`src/rtl/core/great_circle_distance_unit_macros.svh`:
```
// Assertion shorthands for the distance unit.
`ifndef GREAT_CIRCLE_DISTANCE_UNIT_MACROS_SVH
`define GREAT_CIRCLE_DISTANCE_UNIT_MACROS_SVH

// Same-cycle implication.
`define GCD_ASSERT_IMP(lbl, clk, rstn, ante, cons, msg) \
    lbl: assert property (@(posedge clk) disable iff (!rstn) (ante) |-> (cons)) \
        else $error(msg);

// Next-cycle implication.
`define GCD_ASSERT_NXT(lbl, clk, rstn, ante, cons, msg) \
    lbl: assert property (@(posedge clk) disable iff (!rstn) (ante) |=> (cons)) \
        else $error(msg);

`endif

```
`src/rtl/core/gcd_mulrnd.sv`:
```
// Signed multiply, round to nearest (ties away from zero), shift right SH.
// Two stages: split partial products, then sum/round/sign.
module gcd_mulrnd #(
    parameter int AWD = 32,
    parameter int BWD = 32,
    parameter int SH  = 16,
    parameter int OW  = 32
) (
    input  logic                  aclk,
    input  logic                  en,
    input  logic signed [AWD-1:0] a,
    input  logic signed [BWD-1:0] b,
    output logic signed [OW-1:0]  p
);

    localparam int BLW = BWD / 2;
    localparam int BHW = BWD - BLW;
    localparam int SW  = AWD + BWD + OW + 1;

    logic [AWD-1:0]     ma;
    logic [BWD-1:0]     mb;
    logic               neg;
    logic [AWD+BLW-1:0] plo_reg;
    logic [AWD+BHW-1:0] phi_reg;
    logic               neg_reg;
    logic [SW-1:0]      sum;
    logic [OW-1:0]      q;
    logic signed [OW-1:0] p_reg, p_next;

    assign ma  = a[AWD-1] ? (~$unsigned(a) + {{(AWD-1){1'b0}}, 1'b1}) : $unsigned(a);
    assign mb  = b[BWD-1] ? (~$unsigned(b) + {{(BWD-1){1'b0}}, 1'b1}) : $unsigned(b);
    assign neg = a[AWD-1] ^ b[BWD-1];

    always_ff @(posedge aclk) begin
        if (en) begin
            plo_reg <= ma * mb[BLW-1:0];
            phi_reg <= ma * mb[BWD-1:BLW];
            neg_reg <= neg;
        end
    end

    always_comb begin
        sum    = SW'(plo_reg) + (SW'(phi_reg) << BLW) + (SW'(1) << (SH - 1));
        q      = sum[SH +: OW];
        p_next = neg_reg ? $signed(-q) : $signed(q);
    end

    always_ff @(posedge aclk) begin
        if (en) begin
            p_reg <= p_next;
        end
    end

    assign p = p_reg;

endmodule

```
`config.mk`:
```
export PLATFORM = sky130hd
export DESIGN_NAME = gcd_mulrnd
export DESIGN_NICKNAME = d
export VERILOG_FILES = /design/src/rtl/core/great_circle_distance_unit_macros.svh /design/src/rtl/core/gcd_mulrnd.sv
export SDC_FILE = /design/constraint.sdc
export NUM_CORES = 2
export LEC_CHECK = 0
export BUFFER_PORTS_ARGS = -buffer_cell sky130_fd_sc_hd__buf_2
export CAP_MARGIN = 30
export CORE_MARGIN = 3
export CORE_UTILIZATION = 46
export DETAILED_ROUTE_END_ITERATION = 16
export MAX_ROUTING_LAYER = met4
export PLACE_DENSITY = 0.65
export SLEW_MARGIN = 10
export SYNTH_ARGS = -nofsm -noshare
export SYNTH_HDL_FRONTEND = slang
export SYNTH_SLANG_ARGS = --single-unit
```
`constraint.sdc`:
```
create_clock -name aclk -period 17.07 [get_ports aclk]
set_clock_uncertainty 0.15 [all_clocks]
set_input_delay 1.707 -clock aclk [delete_from_list [all_inputs] [get_ports aclk]]
set_output_delay 1.707 -clock aclk [all_outputs]
set_load 0.005 [all_outputs]
```
==> impl_metrics.yaml <==
worst_hold_path:
  hold_class: "flop to flop"
  min-delay-start: "phi_reg[0]"
  worstHoldEndpoint: "p[0]"
  whs_path_depth: 1
route:
  met3WireLength_um: 12200
  wl_um: 102000
  wl_met1_um: 40900
  drtPass1Iterations: 6
  initialDrtViolationCount: 2427
  drc: 0
  vias: 26200
  ant_nets: 0
  met2WireLength_um: 43500
  via_per_inst: 5.50
  routed.top_layer: "met4"
  wire_per_inst_um: 21.4
synthesis:
  avgSynthCellArea_sq_um: 8.83
  async_flop_share: 0
  ys.flop_type: "edfxtp_1"
  ys_seq_area_frac: 0.0885
  syn_inst: 3766
  syn-cell-area_sq_um: 33300
  synth_seq_cells: 98
  synth_warnings: 0
  synth_edf_count: 98
  synthDistinctLibCells: 78
  syn_nets: 4770
worst_setup_path:
  critPathMaxStageDelay_ns: 0.67
  endpoint_kind: "flop"
  rr_worst_depth: 11
  reg2reg_from: "plo_reg[15]"
  r2r_slack_ns: 12.59
  crit_slowest_cell: "xnor2_1"
  cp.required_ns: 17.02
  worst-endpoint-arrival_ns: 10.36
  criticalPathCategory: "input port to flop"
  crit_fanout: 29
  critPathLaunchType: "input port"
  r2r-end: "p[30]"
place:
  portBuffers: 97
  place_ws_ns: 6.34
  gp_congestion: 0.997
  dpl.hpwl_um: 80800
finish:
  layout_commonest_cell: "inv_1"
  mostFrequentLayoutCells: "inv_1 (819), fa_1 (722), nand2_1 (597), nor2_1 (404), ha_1 (216)"
  fin_nets: 4824
  register_area_sq_um: 2940
  layout-drive-gt1-share: 0.0722
  syn_to_final_growth_pct: 7.73
  largest_register_ffs: 33
  num-fill-cells: 6694
  multi_input_area_sq_um: 27200
clock_tree:
  cts-root-buf: "clkbuf_16"
  clk_pin_slew_ns: 0.07
  cts_tree: "yes"
  numCtsBuffers: 9
  htree_levels: 3
  clockBufferDepth: 2
  cts_setup_buffers: 0
  clkSinkCount: 98
  post_cts_resized: 0
  clk_latency_ns: 0.37
  cts_hold_buf: 0
grt:
  gr-usage-all-layers: 0.287
  grt_max_degree: 66
  grt_pass1_vias: 27200
  antenna_found_initial: 2
  grt_overflow: 0
  grt_pass1_wl_um: 158000
timing:
  setup_ws_ns: 6.66
  min_period_ns: 10.41
  grt_setup_unrepaired: "no"
  fin_tns_setup_ns: 0
  fmax_ghz: 0.0961
  maxSlewHeadroom: 0.278
  maxSlewViolCount: 0
  hold_viol: 0
  period_share: 0.610
  setup_violations: 0
  worstMarginPinSlew_ns: 1.08
die:
  initial_utilization: 0.469
  rows: 97
  dieArea_sq_um: 75600
  die_x_um: 275
  die_y_um: 275
  coreArea_sq_um: 70900
  num_io_pins: 98
run:
  drv_cap: 0
run_status:
  status: "finished clean"
==> metal layers <==
| metal | vias to the layer above | global-route usage |
|---|---|---|
| li1 | 11500 | - |
| met1 | 13000 | 0.381 |
| met2 | 1433 | 0.422 |
| met3 | 242 | 0.0691 |
| met4 | 0 | 0.120 |
| met5 | - | - |
==> metrics by stage <==
step	hold WS, ns	std cells	instance area [sq um]	utilization
2_1_floorplan	0.473	3766	33300	-
3_3_place_gp	0.540	4744	35500	0.501
3_5_place_dp	0.521	4747	35500	0.501
4_1_cts	0.538	4763	35800	0.505
5_1_grt	0.578	4766	35800	0.505
6_report	0.528	4768	35800	0.506
==> cells by family after synthesis <==
family	synth area share
multiplexers	0.00124
AND/OR/NAND/NOR	0.149
buffers and inverters	0.109
flip-flops	0.0885
AO/OA/AOI/OAI	0.0723
adder cells (fa/ha/maj)	0.516
XOR/XNOR	0.0643
==> how the worst max path moves through the flow <==
stage               from          end  slack (ns)
floorplan           a[8]  plo_reg[37]        7.29
global placement    b[0]  phi_reg[31]        6.48
detailed placement  a[0]  phi_reg[31]        6.34
CTS                 a[0]  phi_reg[31]        6.75
global route        a[0]  plo_reg[46]        6.05
finish              b[0]  phi_reg[31]        6.66
==> Yosys cell counts (6+ instances only) <==
master	count	share of area
o211ai_1	12	0.0027
or2_2	6	0.0011
ha_1	216	0.081
a21oi_1	59	0.0089
o31ai_1	25	0.0056
inv_1	819	0.092
a211o_1	8	0.0021
o41ai_1	12	0.0032
or4_1	12	0.0027
o21a_1	16	0.0036
and2_1	24	0.0045
and3_1	10	0.0019
o21bai_1	14	0.0032
xnor2_1	157	0.041
nand2_1	597	0.067
nor2b_1	7	0.0013
a21o_1	39	0.0088
clkbuf_1	138	0.016
nand2b_1	17	0.0032
nor2_1	404	0.046
nor3_1	31	0.0047
a211oi_1	16	0.0036
o31a_1	6	0.0016
nor4_1	10	0.0019
nand3_1	22	0.0033
o21ai_0	54	0.0081
or3_1	14	0.0026
fa_1	722	0.43
a31oi_1	11	0.0021
o2111ai_1	8	0.0021
nand4_1	12	0.0023
xor2_1	77	0.020
edfxtp_1	98	0.088
==> area by class of cell <==
type,instances,area share
clock inverters,7,0.00230
well taps,940,0.0328
flip-flops and latches,98,0.0821
repair buffers,184,0.0318
diodes,3,0.000210
inverters,819,0.0858
multi-input cells,2708,0.759
clock buffers,9,0.00629
==> critical path: cells and delay by family <==
family                     cells  cell delay, ns
adders and majority gates      8            3.42
AOI/OAI and AO/OA              8            1.98
buffers and inverters          8            1.46
and+or+nand+nor                4            0.94
xor gates and xnor gates       2            0.79
Power is left out: the tool's default activity adds up to more than one toggle a clock period on the data nets, which glitch-free logic cannot reach.
